## src/hdl/assert_macros.svh

```systemverilog
// Assertion macros shared by the deframer RTL files.
`ifndef ASSERT_MACROS_SVH
`define ASSERT_MACROS_SVH
`ifndef ASSERT_OFF
// Condition holds at every clock edge outside reset.
`define CPD_ASSERT_ALWAYS(lbl, clk, rst, cond) \
   lbl: assert property (@(posedge clk) disable iff (rst) (cond)) \
      else $error("%m: assertion failed");
// Consequent holds in the same cycle as the antecedent.
`define CPD_ASSERT_IMPLY(lbl, clk, rst, ante, cons) \
   lbl: assert property (@(posedge clk) disable iff (rst) (ante) |-> (cons)) \
      else $error("%m: assertion failed");
// Consequent holds in the cycle after the antecedent.
`define CPD_ASSERT_NEXT(lbl, clk, rst, ante, cons) \
   lbl: assert property (@(posedge clk) disable iff (rst) (ante) |=> (cons)) \
      else $error("%m: assertion failed");
`else
`define CPD_ASSERT_ALWAYS(lbl, clk, rst, cond)
`define CPD_ASSERT_IMPLY(lbl, clk, rst, ante, cons)
`define CPD_ASSERT_NEXT(lbl, clk, rst, ante, cons)
`endif
`endif

```

## src/hdl/cpd_pkg.sv

```systemverilog
// Types, constants and the payload hash of the checked packet deframer.
package cpd_pkg;

   localparam int MAX_FRAME_BYTES = 65536;
   localparam int HEADER_BYTES    = 16;

   localparam int HDR_IDX_W = $clog2(HEADER_BYTES + 1);
   localparam int PCOUNT_W  = $clog2(MAX_FRAME_BYTES + 1);

   // Result queue
   localparam int RSP_DEPTH = 4;
   localparam int RSP_PTR_W = $clog2(RSP_DEPTH);
   localparam int RSP_CNT_W = $clog2(RSP_DEPTH + 1);

   localparam logic KIND_PAYLOAD = 1'b0;
   localparam logic KIND_STATUS  = 1'b1;

   typedef enum logic [1:0] {
      STATUS_OK   = 2'd0,
      STATUS_HASH = 2'd1,
      STATUS_LEN  = 2'd2
   } status_type;

   typedef struct packed {
      logic               item_kind;
      logic [7:0]         payload_byte;
      logic signed [31:0] frame_opcode;
      logic [15:0]        frame_length;
      logic signed [31:0] reserve_word;
      status_type         frame_status;
      logic               last_of_run;
   } result_type;

   // Results produced by one accepted byte: zero, one or two
   typedef struct packed {
      logic [1:0] num;
      result_type first;
      result_type second;
   } push_type;

   // One step of the alternating shift-xor hash
   function automatic logic [31:0] hash_step(input logic [31:0] h, input logic [7:0] b,
                                             input logic odd);
      logic [31:0] mix;
      if (!odd) begin
         mix = (h << 7) ^ {24'd0, b} ^ (h >> 3);
      end else begin
         mix = ~((h << 11) ^ {24'd0, b} ^ (h >> 5));
      end
      return h ^ mix;
   endfunction

endpackage

```

## src/hdl/cpd_ifs.sv

```systemverilog
// Valid/ready channel interfaces for received bytes and deframer results.
interface cpd_req_if;
   logic       valid;
   logic       ready;
   logic [7:0] rx_byte;
   logic       chunk_end;

   modport source (output valid, output rx_byte, output chunk_end, input ready);
   modport sink (input valid, input rx_byte, input chunk_end, output ready);
endinterface

interface cpd_rsp_if;
   logic               valid;
   logic               ready;
   logic               item_kind;
   logic [7:0]         payload_byte;
   logic signed [31:0] frame_opcode;
   logic [15:0]        frame_length;
   logic signed [31:0] reserve_word;
   logic [1:0]         frame_status;
   logic               last_of_run;

   modport source (output valid, output item_kind, output payload_byte, output frame_opcode,
                   output frame_length, output reserve_word, output frame_status,
                   output last_of_run, input ready);
   modport sink (input valid, input item_kind, input payload_byte, input frame_opcode,
                 input frame_length, input reserve_word, input frame_status,
                 input last_of_run, output ready);
endinterface

```

## src/hdl/cpd_core.sv

```systemverilog
// Header parser, payload hash and frame status logic of the deframer.
`include "assert_macros.svh"
module cpd_core (
   input  logic             clock,
   input  logic             reset,
   cpd_req_if.sink          req,
   input  logic             space_ok,
   output cpd_pkg::push_type push
);

   logic [cpd_pkg::HDR_IDX_W-1:0] hdr_idx_ff, hdr_idx_in;
   logic [31:0]                   opcode_ff, opcode_in;
   logic [31:0]                   size_ff, size_in;
   logic [31:0]                   reserve_ff, reserve_in;
   logic [31:0]                   check_ff, check_in;
   logic [cpd_pkg::PCOUNT_W-1:0]  pcount_ff, pcount_in;
   logic [31:0]                   hash_ff, hash_in;
   logic                          dropping_ff, dropping_in;

   logic                          fire;
   logic                          hdr_last;
   logic                          bad_len;
   logic [cpd_pkg::PCOUNT_W-1:0]  pcount_next;
   logic [31:0]                   hash_next;
   cpd_pkg::status_type           status;
   cpd_pkg::result_type           res_pay;
   cpd_pkg::result_type           res_stat;

   assign req.ready = space_ok;
   assign fire      = req.valid && req.ready;

   assign hdr_last    = (hdr_idx_ff == cpd_pkg::HDR_IDX_W'(cpd_pkg::HEADER_BYTES - 1));
   assign bad_len     = size_ff[31] ||
                        ((33'(size_ff) + 33'(cpd_pkg::HEADER_BYTES)) >
                         33'(cpd_pkg::MAX_FRAME_BYTES));
   assign pcount_next = pcount_ff + cpd_pkg::PCOUNT_W'(1);
   assign hash_next   = cpd_pkg::hash_step(hash_ff, req.rx_byte, pcount_ff[0]);

   // Decode header, hash payload and build results for one transfer
   always_comb begin
      hdr_idx_in  = hdr_idx_ff;
      opcode_in   = opcode_ff;
      size_in     = size_ff;
      reserve_in  = reserve_ff;
      check_in    = check_ff;
      pcount_in   = pcount_ff;
      hash_in     = hash_ff;
      dropping_in = dropping_ff;
      status      = cpd_pkg::STATUS_OK;

      res_pay.item_kind    = cpd_pkg::KIND_PAYLOAD;
      res_pay.payload_byte = req.rx_byte;
      res_pay.frame_opcode = opcode_ff;
      res_pay.frame_length = size_ff[15:0];
      res_pay.reserve_word = reserve_ff;
      res_pay.frame_status = cpd_pkg::STATUS_OK;
      res_pay.last_of_run  = 1'b1;
      res_stat             = res_pay;
      res_stat.item_kind    = cpd_pkg::KIND_STATUS;
      res_stat.payload_byte = 8'd0;

      push.num    = 2'd0;
      push.first  = res_pay;
      push.second = res_stat;

      if (fire) begin
         priority if (dropping_ff) begin
            // Drop until the chunk ends
            if (req.chunk_end) begin
               dropping_in = 1'b0;
               hdr_idx_in  = '0;
               pcount_in   = '0;
               hash_in     = '0;
            end
         end else if (!hdr_idx_ff[cpd_pkg::HDR_IDX_W-1]) begin
            // Shift the byte into its header word
            unique case (hdr_idx_ff[3:2])
               2'd0:    opcode_in  = {opcode_ff[23:0], req.rx_byte};
               2'd1:    size_in    = {size_ff[23:0], req.rx_byte};
               2'd2:    reserve_in = {reserve_ff[23:0], req.rx_byte};
               default: check_in   = {check_ff[23:0], req.rx_byte};
            endcase
            hdr_idx_in = hdr_idx_ff + cpd_pkg::HDR_IDX_W'(1);
            if (hdr_last && (bad_len || size_ff == 32'd0)) begin
               if (bad_len) begin
                  status = cpd_pkg::STATUS_LEN;
               end else if (hash_ff == check_in) begin
                  status = cpd_pkg::STATUS_OK;
               end else begin
                  status = cpd_pkg::STATUS_HASH;
               end
               res_stat.frame_length = 16'd0;
               res_stat.frame_status = status;
               push.num   = 2'd1;
               push.first = res_stat;
               hdr_idx_in = '0;
               pcount_in  = '0;
               hash_in    = '0;
               if (status != cpd_pkg::STATUS_OK && !req.chunk_end) begin
                  dropping_in = 1'b1;
               end
            end
         end else begin
            // Pass the payload byte and close the frame on its last byte
            hash_in   = hash_next;
            pcount_in = pcount_next;
            if (32'(pcount_next) >= size_ff) begin
               status = (hash_next == check_ff) ? cpd_pkg::STATUS_OK : cpd_pkg::STATUS_HASH;
               res_pay.last_of_run   = 1'b0;
               res_stat.frame_status = status;
               push.num    = 2'd2;
               push.first  = res_pay;
               push.second = res_stat;
               hdr_idx_in  = '0;
               pcount_in   = '0;
               hash_in     = '0;
               if (status != cpd_pkg::STATUS_OK && !req.chunk_end) begin
                  dropping_in = 1'b1;
               end
            end else begin
               push.num   = 2'd1;
               push.first = res_pay;
            end
         end
      end
   end

   // Hold frame state
   always_ff @(posedge clock) begin
      if (reset) begin
         hdr_idx_ff  <= '0;
         opcode_ff   <= '0;
         size_ff     <= '0;
         reserve_ff  <= '0;
         check_ff    <= '0;
         pcount_ff   <= '0;
         hash_ff     <= '0;
         dropping_ff <= 1'b0;
      end else begin
         hdr_idx_ff  <= hdr_idx_in;
         opcode_ff   <= opcode_in;
         size_ff     <= size_in;
         reserve_ff  <= reserve_in;
         check_ff    <= check_in;
         pcount_ff   <= pcount_in;
         hash_ff     <= hash_in;
         dropping_ff <= dropping_in;
      end
   end

   `CPD_ASSERT_ALWAYS(a_hdr_idx_range, clock, reset, hdr_idx_ff <= cpd_pkg::HDR_IDX_W'(cpd_pkg::HEADER_BYTES))
   `CPD_ASSERT_IMPLY(a_drop_clean, clock, reset, dropping_ff, hdr_idx_ff == '0 && pcount_ff == '0 && push.num == 2'd0)
   `CPD_ASSERT_IMPLY(a_pair_order, clock, reset, push.num == 2'd2, push.first.item_kind == cpd_pkg::KIND_PAYLOAD && push.second.item_kind == cpd_pkg::KIND_STATUS)
   `CPD_ASSERT_IMPLY(a_payload_after_hdr, clock, reset, pcount_ff != '0, hdr_idx_ff == cpd_pkg::HDR_IDX_W'(cpd_pkg::HEADER_BYTES))

endmodule

```

## src/hdl/cpd_rsp_fifo.sv

```systemverilog
// Result queue that takes up to two results a cycle and hands out one.
`include "assert_macros.svh"
module cpd_rsp_fifo (
   input  logic              clock,
   input  logic              reset,
   input  cpd_pkg::push_type push,
   output logic              space_ok,
   cpd_rsp_if.source         rsp
);

   cpd_pkg::result_type           mem [cpd_pkg::RSP_DEPTH];
   logic [cpd_pkg::RSP_PTR_W-1:0] wr_ptr_ff, wr_ptr_in;
   logic [cpd_pkg::RSP_PTR_W-1:0] rd_ptr_ff, rd_ptr_in;
   logic [cpd_pkg::RSP_CNT_W-1:0] count_ff, count_in;
   logic                          pop;
   cpd_pkg::result_type           head;

   // Room for the two results a byte can cause
   assign space_ok = (count_ff <= cpd_pkg::RSP_CNT_W'(cpd_pkg::RSP_DEPTH - 2));
   assign pop      = rsp.valid && rsp.ready;
   assign head     = mem[rd_ptr_ff];

   assign rsp.valid        = (count_ff != '0);
   assign rsp.item_kind    = head.item_kind;
   assign rsp.payload_byte = head.payload_byte;
   assign rsp.frame_opcode = head.frame_opcode;
   assign rsp.frame_length = head.frame_length;
   assign rsp.reserve_word = head.reserve_word;
   assign rsp.frame_status = head.frame_status;
   assign rsp.last_of_run  = head.last_of_run;

   // Advance pointers and count
   always_comb begin
      wr_ptr_in = wr_ptr_ff + cpd_pkg::RSP_PTR_W'(push.num);
      rd_ptr_in = rd_ptr_ff + cpd_pkg::RSP_PTR_W'(pop);
      count_in  = count_ff + cpd_pkg::RSP_CNT_W'(push.num) - cpd_pkg::RSP_CNT_W'(pop);
   end

   always_ff @(posedge clock) begin
      if (reset) begin
         wr_ptr_ff <= '0;
         rd_ptr_ff <= '0;
         count_ff  <= '0;
      end else begin
         wr_ptr_ff <= wr_ptr_in;
         rd_ptr_ff <= rd_ptr_in;
         count_ff  <= count_in;
      end
   end

   // Store incoming results
   always_ff @(posedge clock) begin
      if (push.num != 2'd0) begin
         mem[wr_ptr_ff] <= push.first;
      end
      if (push.num == 2'd2) begin
         mem[wr_ptr_ff + cpd_pkg::RSP_PTR_W'(1)] <= push.second;
      end
   end

   `CPD_ASSERT_ALWAYS(a_count_range, clock, reset, count_ff <= cpd_pkg::RSP_CNT_W'(cpd_pkg::RSP_DEPTH))
   `CPD_ASSERT_IMPLY(a_push_has_room, clock, reset, push.num != 2'd0, space_ok)
   `CPD_ASSERT_ALWAYS(a_push_num, clock, reset, push.num != 2'd3)
   `CPD_ASSERT_NEXT(a_count_track, clock, reset, push.num == 2'd0 && !pop, count_ff == $past(count_ff))

endmodule

```

## src/hdl/checked_packet_deframer_top.sv

```systemverilog
// Top level of the checked packet deframer.
//
// Takes one received byte per cycle on req while req.ready is high and emits
// payload bytes and frame status records on rsp. Each frame is a 16-byte
// big-endian header (opcode, size, reserve, check) followed by size payload
// bytes, hashed with a 32-bit shift-xor hash; the frame ends with a status
// record: ok, hash mismatch, or bad length (negative size or size + 16 over
// 65536 bytes). After an error, bytes are dropped until a byte marked
// chunk_end. A byte is decoded in the cycle it transfers and its results are
// visible on rsp from the next cycle. The last payload byte of a frame yields
// two results, which leave one at a time from a four-entry result queue.
// req.ready is low while that queue holds three or more results.
module checked_packet_deframer_top (
   input logic       clock,
   input logic       reset,
   cpd_req_if.sink   req,
   cpd_rsp_if.source rsp
);

   cpd_pkg::push_type push;
   logic              space_ok;

   cpd_core u_core (
      .clock    (clock),
      .reset    (reset),
      .req      (req),
      .space_ok (space_ok),
      .push     (push)
   );

   cpd_rsp_fifo u_rsp_fifo (
      .clock    (clock),
      .reset    (reset),
      .push     (push),
      .space_ok (space_ok),
      .rsp      (rsp)
   );

endmodule

```

## src/flat_wrapper.sv

```systemverilog
// flat-port wrapper written by rule: the top's interface ports become plain ports
module checked_packet_deframer_top_flat 
  (clock, reset, req_valid, req_rx_byte, req_chunk_end, req_ready, rsp_valid, rsp_item_kind, rsp_payload_byte, rsp_frame_opcode, rsp_frame_length, rsp_reserve_word, rsp_frame_status, rsp_last_of_run, rsp_ready);
  cpd_req_if req_i ();
  cpd_rsp_if rsp_i ();
  input logic clock;
  input logic reset;
  input wire logic [$bits(req_i.valid)-1:0] req_valid;
  input wire logic [$bits(req_i.rx_byte)-1:0] req_rx_byte;
  input wire logic [$bits(req_i.chunk_end)-1:0] req_chunk_end;
  output wire logic [$bits(req_i.ready)-1:0] req_ready;
  output wire logic [$bits(rsp_i.valid)-1:0] rsp_valid;
  output wire logic [$bits(rsp_i.item_kind)-1:0] rsp_item_kind;
  output wire logic [$bits(rsp_i.payload_byte)-1:0] rsp_payload_byte;
  output wire logic [$bits(rsp_i.frame_opcode)-1:0] rsp_frame_opcode;
  output wire logic [$bits(rsp_i.frame_length)-1:0] rsp_frame_length;
  output wire logic [$bits(rsp_i.reserve_word)-1:0] rsp_reserve_word;
  output wire logic [$bits(rsp_i.frame_status)-1:0] rsp_frame_status;
  output wire logic [$bits(rsp_i.last_of_run)-1:0] rsp_last_of_run;
  input wire logic [$bits(rsp_i.ready)-1:0] rsp_ready;
  assign req_i.valid = req_valid;
  assign req_i.rx_byte = req_rx_byte;
  assign req_i.chunk_end = req_chunk_end;
  assign req_ready = req_i.ready;
  assign rsp_valid = rsp_i.valid;
  assign rsp_item_kind = rsp_i.item_kind;
  assign rsp_payload_byte = rsp_i.payload_byte;
  assign rsp_frame_opcode = rsp_i.frame_opcode;
  assign rsp_frame_length = rsp_i.frame_length;
  assign rsp_reserve_word = rsp_i.reserve_word;
  assign rsp_frame_status = rsp_i.frame_status;
  assign rsp_last_of_run = rsp_i.last_of_run;
  assign rsp_i.ready = rsp_ready;
  checked_packet_deframer_top u_core (.clock(clock), .reset(reset), .req(req_i), .rsp(rsp_i));
endmodule
```

## config.mk

```make
export PLATFORM = sky130hd
export DESIGN_NAME = checked_packet_deframer_top_flat
export DESIGN_NICKNAME = d
export VERILOG_FILES = /design/src/hdl/cpd_pkg.sv /design/src/hdl/cpd_ifs.sv /design/src/hdl/cpd_core.sv /design/src/hdl/cpd_rsp_fifo.sv /design/src/hdl/checked_packet_deframer_top.sv /design/src/flat_wrapper.sv
export VERILOG_INCLUDE_DIRS = /design/src /design/src/hdl
export SDC_FILE = /design/constraint.sdc
export NUM_CORES = 1
export LEC_CHECK = 0
export ABC_AREA = 1
export BUFFER_PORTS_ARGS = -buffer_cell sky130_fd_sc_hd__buf_2
export CORE_AREA = 2 2 249 251
export DETAILED_ROUTE_END_ITERATION = 8
export DIE_AREA = 0 0 251 253
export PLACE_DENSITY = 0.65
export RECOVER_POWER = 50
export SETUP_SLACK_MARGIN = 0.1
export SLEW_MARGIN = 20
export SYNTH_ARGS = -nofsm -noshare
export SYNTH_HDL_FRONTEND = slang
export SYNTH_SLANG_ARGS = --single-unit
```

## constraint.sdc

```tcl
create_clock -name clock -period 16.1 [get_ports clock]
set_input_delay 0.805 -clock clock [delete_from_list [all_inputs] [get_ports clock]]
set_output_delay 0.805 -clock clock [all_outputs]
set_load 0.005 [all_outputs]
```

### Word level (Yosys, flattened, before mapping)

Memory sizes are Yosys's and may differ from the RTL's. A register that Yosys moved wholly into a read port is not among the register bits.
Index checks and enable logic that the tools add are counted.

* register bits after elaboration: 190
* memory bits (writable): 368
* input port bits: 13
* output and inout bits: 94
* memories kept: 1

* add/subtract/negate cells: 8
* $lt $le $gt $ge: 3
* equality and inequality tests: 8
* multiplexer cells: 46
* bitwise operators: 8
* reduce and logical (&&, ||, !) cells: 23

Memory list
* u_core.u_rsp_fifo.mem: depth 4, bits a word 92, rd ports 1, clocked after memory_dff 1, wr ports 2, RTL line cpd_rsp_fifo.sv:11 `cpd_pkg::result_type mem [cpd_pkg::RSP_DEPTH];`

Operator list (number)
* 186-bit 2-to-1 mux: 2
* 32-bit 2-to-1 mux: 10
* 94-bit 2-to-1 mux: 2
* 93-bit 2-to-1 mux: 1
* 17-bit 2-to-1 mux: 5
* 32-bit equality test: 2
* 32-bit by 8-bit bitwise XOR with 32-bit output: 2
* 32-bit by 5-bit adder with 33-bit output (second input constant): 1
* 33-bit by 17-bit greater-than comparator with 1-bit output (second input constant): 1
* 17-bit by 32-bit greater-or-equal comparator with 1-bit output: 1
* 32-bit logical NOT: 1
* 32-bit NOT: 1
* 32-bit by 27-bit bitwise XOR with 32-bit output: 1
* 32-bit by 29-bit bitwise XOR with 32-bit output: 1
* 32-bit bitwise XOR: 1
* 5-bit 2-to-1 mux: 5
* 17-bit by 1-bit adder with 17-bit output (second input constant): 1
* 2-bit 2-to-1 mux: 8
* 1-bit 2-to-1 mux: 13
* 4-bit AND reduction: 3
* 3-bit AND reduction: 3
* 2-bit nonzero test: 3
* 3-bit nonzero test: 2
* 5-bit by 1-bit adder with 5-bit output (second input constant): 1
* 18 further kinds: 25

### Logic depth before layout (Yosys ltp)

* word-level depth: 20
* gate-level depth with buffers: 31
* depth with buffers taken out: 29

### By module

A second synthesis with hierarchy kept.

* cell total of the unflattened synthesis: 3878
* area, all modules: 30173.9 um2

Modules (own cells, without submodules)
* cpd_rsp_fifo: instances 1, cells an instance 1864, area each 17887.2 um2
* cpd_core: instances 1, cells an instance 2014, area each 12286.8 um2

### Least setup slack after synthesis

OpenSTA, ideal clock, no wires.

* kind: reg-to-reg
* start: reg u_core.u_core.pcount_ff[0] (netlist bit)
* end: mem u_core.u_rsp_fifo.mem[3][10] (netlist bit) (data pin)
* library setup time: 139 ps
* arrival: 5480 ps
* required time: 15961 ps
* slack: 10482 ps
* stages on the path, launching flop included: 27
* buffers on the path: 3
* path through: dfxtp_1 -> buf_2 -> buf_2 -> nand3_1 -> inv_1 -> nand3_1 -> nor2_1 -> nand2_1 -> nor3_1 -> inv_1 -> nor4_1 -> nand4_1 -> xor2_1 -> ha_1 -> nand4_1 -> nor2_1 -> nand2_1 -> nand2_1 -> nand2_1 -> nand3_1 -> nand4_1 -> inv_1 -> nand2_1 -> nand2_1 -> inv_2 -> buf_2 -> nor2_1

RTL lines
* start, declared: RTL line cpd_core.sv:16 `logic [cpd_pkg::PCOUNT_W-1:0] pcount_ff, pcount_in;`
* start signal, assigned: RTL line cpd_core.sv:145 `pcount_ff <= pcount_in;`
* end, declared: RTL line cpd_rsp_fifo.sv:11

==> impl_metrics.yaml <==
timing:
  tns_ns: 0
  maxSlewViolCount: 648
  hold_violations: 0
  worst_pin_slew_ns: 5.10
  fin_hold_ws_ns: 0.456
  grt_setup_unrepaired: "no"
  finalCritPeriodShare_pct: 55.9
  setup_viol: 0
  max_freq_mhz: 111
  finClkSkew_ns: 0.0377
  slew-limit-headroom_pct: -240
  period_needed_ns: 9.00
clocking:
  cts_setup_buffers: 0
  clk_path_buf_depth: 3
  hold_buffers: 0
  clk_pin_slew_ns: 0.06
  cts_sinks: 558
  cts_tree: "yes"
  htree_levels: 2
  cts-resized-gates: 0
  clockRootBuffer: "clkbuf_16"
  cts_made_buffers: 58
  worstSkewPairLatency_ns: 0.65
worst_setup_path:
  critical_path_class: "register to output pin"
  cp.required_ns: 15.29
  crit_slowest_cell: "clkbuf_1"
  max_stage_delay_ns: 3.57
  path_delay_family: "buffers and inverters"
  crit_fanout: 108
  crit_arrival_ns: 8.19
  path_buf_inv: 3
  crit_chain: "clkbuf_1 > clkbuf_1 > o21ai_0 > o22ai_1 > clkbuf_2"
  critPathCaptureType: "output pin"
  cp-start-kind: "register"
  crit_top_cell: "clkbuf_1"
synthesis:
  synth_edf_count: 324
  avgSynthCellArea_um2: 8.08
  synth_top_area_share_pct: 35.9
  synth_cells: 3352
  ys.warnings.count: 0
  synth_cell_types: 37
  synth_top_flop_cell: "edfxtp_1"
  synth_seq_cells: 558
  synth_async_sr_flop_share_pct: 0
  synthesis.area_mm2: 0.0271
  synth.area.top_cells: "edfxtp_1 (36%), dfxtp_1 (17%), nor2_1 (11%)"
  yosys.area.top_type: "edfxtp_1"
  syn-num-nets: 3391
  ys_seq_area_share_pct: 53.2
detailed_routing:
  routed_wl_um: 78500
  dr.pass1.iters: 6
  vias: 22900
  ant_nets: 0
  via_per_inst: 5.47
  first_iter_violations: 1917
  avgRoutedWirePerCell_um: 18.7
  drc: 0
global_routing:
  antenna_found_initial: 2
  grt_pass1_wl_um: 121000
  grt_max_degree: 118
  grt_util_all_layers_pct: 24.3
  grt_pass1_vias: 21200
  grt.overflow.total: 0
power_and_ir_drop:
  p_clk_share_pct: 28.9
  powerDensity_mw_per_mm2: 153
  switching_share_pct: 37.6
  power_frac_seq_pct: 39.1
  p_int_mw: 2.83
  power_switching_mw: 1.71
  leakagePower_nw: 11.2
  vdd.ir_drop.worst_mv: 0.112
  power_mw: 4.54
  pwr-share-comb_pct: 32.0
placed_design:
  portBuffers: 106
  place_hpwl_um: 48600
  finalWeightedCongestion: 0.935
floorplanning:
  start_util_pct: 44.4
  rows: 91
  io_pins: 107
  die_x_um: 251
  die_h_um: 253
  die_area_mm2: 0.0635
  core_mm2: 0.0610
hold_path:
  hold_path.class: "register to register"
final_layout:
  syn_to_final_growth_pct: 9.66
  nets: 3392
  n_antenna_cell: 0
  drive_above_1_share_pct: 4.73
  fin_util_pct: 48.7
outcome:
  outcome: "complete, but fails checks"
  violations: "capacitance limit, slew limit"
flow_run:
  cap_violations: 11
## routing by layer
metal	vias to the layer above	track usage (%)	routed length, µm
met5	-	0	0
met4	0	8.35	2220
met3	139	3.38	5730
met2	846	40.3	36900
met1	10800	32.6	33600
li1	11100	-	-
## registers in the layout, indices dropped and copies added, names as in the netlist
| register | flops |
|---|---|
| u_core.u_core.check_ff | 32 |
| u_core.u_core.dropping_ff | 1 |
| u_core.u_core.hash_ff | 32 |
| u_core.u_core.hdr_idx_ff | 5 |
| u_core.u_core.opcode_ff | 32 |
| u_core.u_core.pcount_ff | 17 |
| u_core.u_core.reserve_ff | 32 |
| u_core.u_core.size_ff | 32 |
| u_core.u_rsp_fifo.count_ff | 3 |
| u_core.u_rsp_fifo.mem | 368 |
| u_core.u_rsp_fifo.rd_ptr_ff | 2 |
| u_core.u_rsp_fifo.wr_ptr_ff | 2 |
## cells in the final DEF (no fill, tap or decap), drive strengths merged
cell type / count
nor2: 814
nand2: 516
o21ai: 391
edfxtp: 324
inv: 251
dfxtp: 234
a21oi: 177
clkbuf: 176
nand3: 162
o22ai: 92
xor2: 62
clkinv: 37
buf: 36
a211oi: 28
nand4: 25
ha: 25
xnor2: 20
nor3: 13
clkinvlp: 6
or2: 3
nor4: 2
a31oi: 2
bufinv: 2
nand3b: 1
a21boi: 1
nand2b: 1
o211ai: 1
fa: 1
## area by class of cell
class,count,area [µm²]
clock buffers,77,1580
clock inverters,33,282
fillers,5978,31300
inverters,263,997
multi-input cells,2337,10800
flip-flops and latches,558,14400
well taps,790,988
repair buffers,135,619
## worst paths after layout
| check | cells after the start | slack, ns | endpoint | startpoint |
|---|---|---|---|---|
| worst max-delay path | 5 | 7.10 | rsp_frame_opcode[0] | u_core.u_rsp_fifo.rd_ptr_ff[0] |
| worst min-delay path | 2 | 0.46 | u_core.u_rsp_fifo.mem[2][0] | u_core.u_rsp_fifo.mem[2][0] |
| worst max register to register | 14 | 7.58 | u_core.u_rsp_fifo.mem[0][17] | u_core.u_rsp_fifo.count_ff[0] |
| worst min register to register | 2 | 0.46 | u_core.u_rsp_fifo.mem[2][0] | u_core.u_rsp_fifo.mem[2][0] |
## worst reg2reg max path: cells and delay by family (launching register included)
family	cells	cell delay (ns)
buf+inv	5	5.72
simple gates	7	1.85
flops	1	0.37
compound gates	2	0.19
## per-stage QoR
stage | instance area [µm²] | worst slack, ns | std cells
3_3_place_gp | 28000 | 11.01 | 4083
5_1_grt | 29700 | 6.53 | 4193
2_1_floorplan | 27100 | 10.48 | 3352
4_1_cts | 29900 | 10.88 | 4193
6_report | 29700 | 7.10 | 4193
3_5_place_dp | 28000 | 10.91 | 4083
## kinds of logic after synthesis
logic type                 count (synthesis)  share of synthesized area [%]
DFF                                      558                           53.2
adders and majority gates                 26                           1.23
AOI/OAI and AO/OA                        692                           13.5
and+or+nand+nor                         1537                           22.6
buffers and inverters                    457                           6.77
xor gates and xnor gates                  82                           2.65
## cell usage after synthesis, drive strengths merged (2+ instances only)
library cell,number
nor2,814
nand2,516
o21ai,391
edfxtp,324
inv,253
dfxtp,234
a21oi,177
nand3,162
clkbuf,151
o22ai,92
xor2,62
buf,43
a211oi,28
ha,25
nand4,25
xnor2,20
nor3,13
clkinv,10
or2,3
a31oi,2
nor4,2
## power by group through the flow
stage	Sequential, mW	Clock [mW]	Combinational, mW
after floorplan	1.75	0	0.989
after global placement	1.80	0	1.45
after detailed placement	1.80	0	1.46
after CTS	1.77	1.33	1.47
after global routing	1.79	1.38	1.62
final	1.77	1.31	1.45
(Power assumes the default switching activity.)
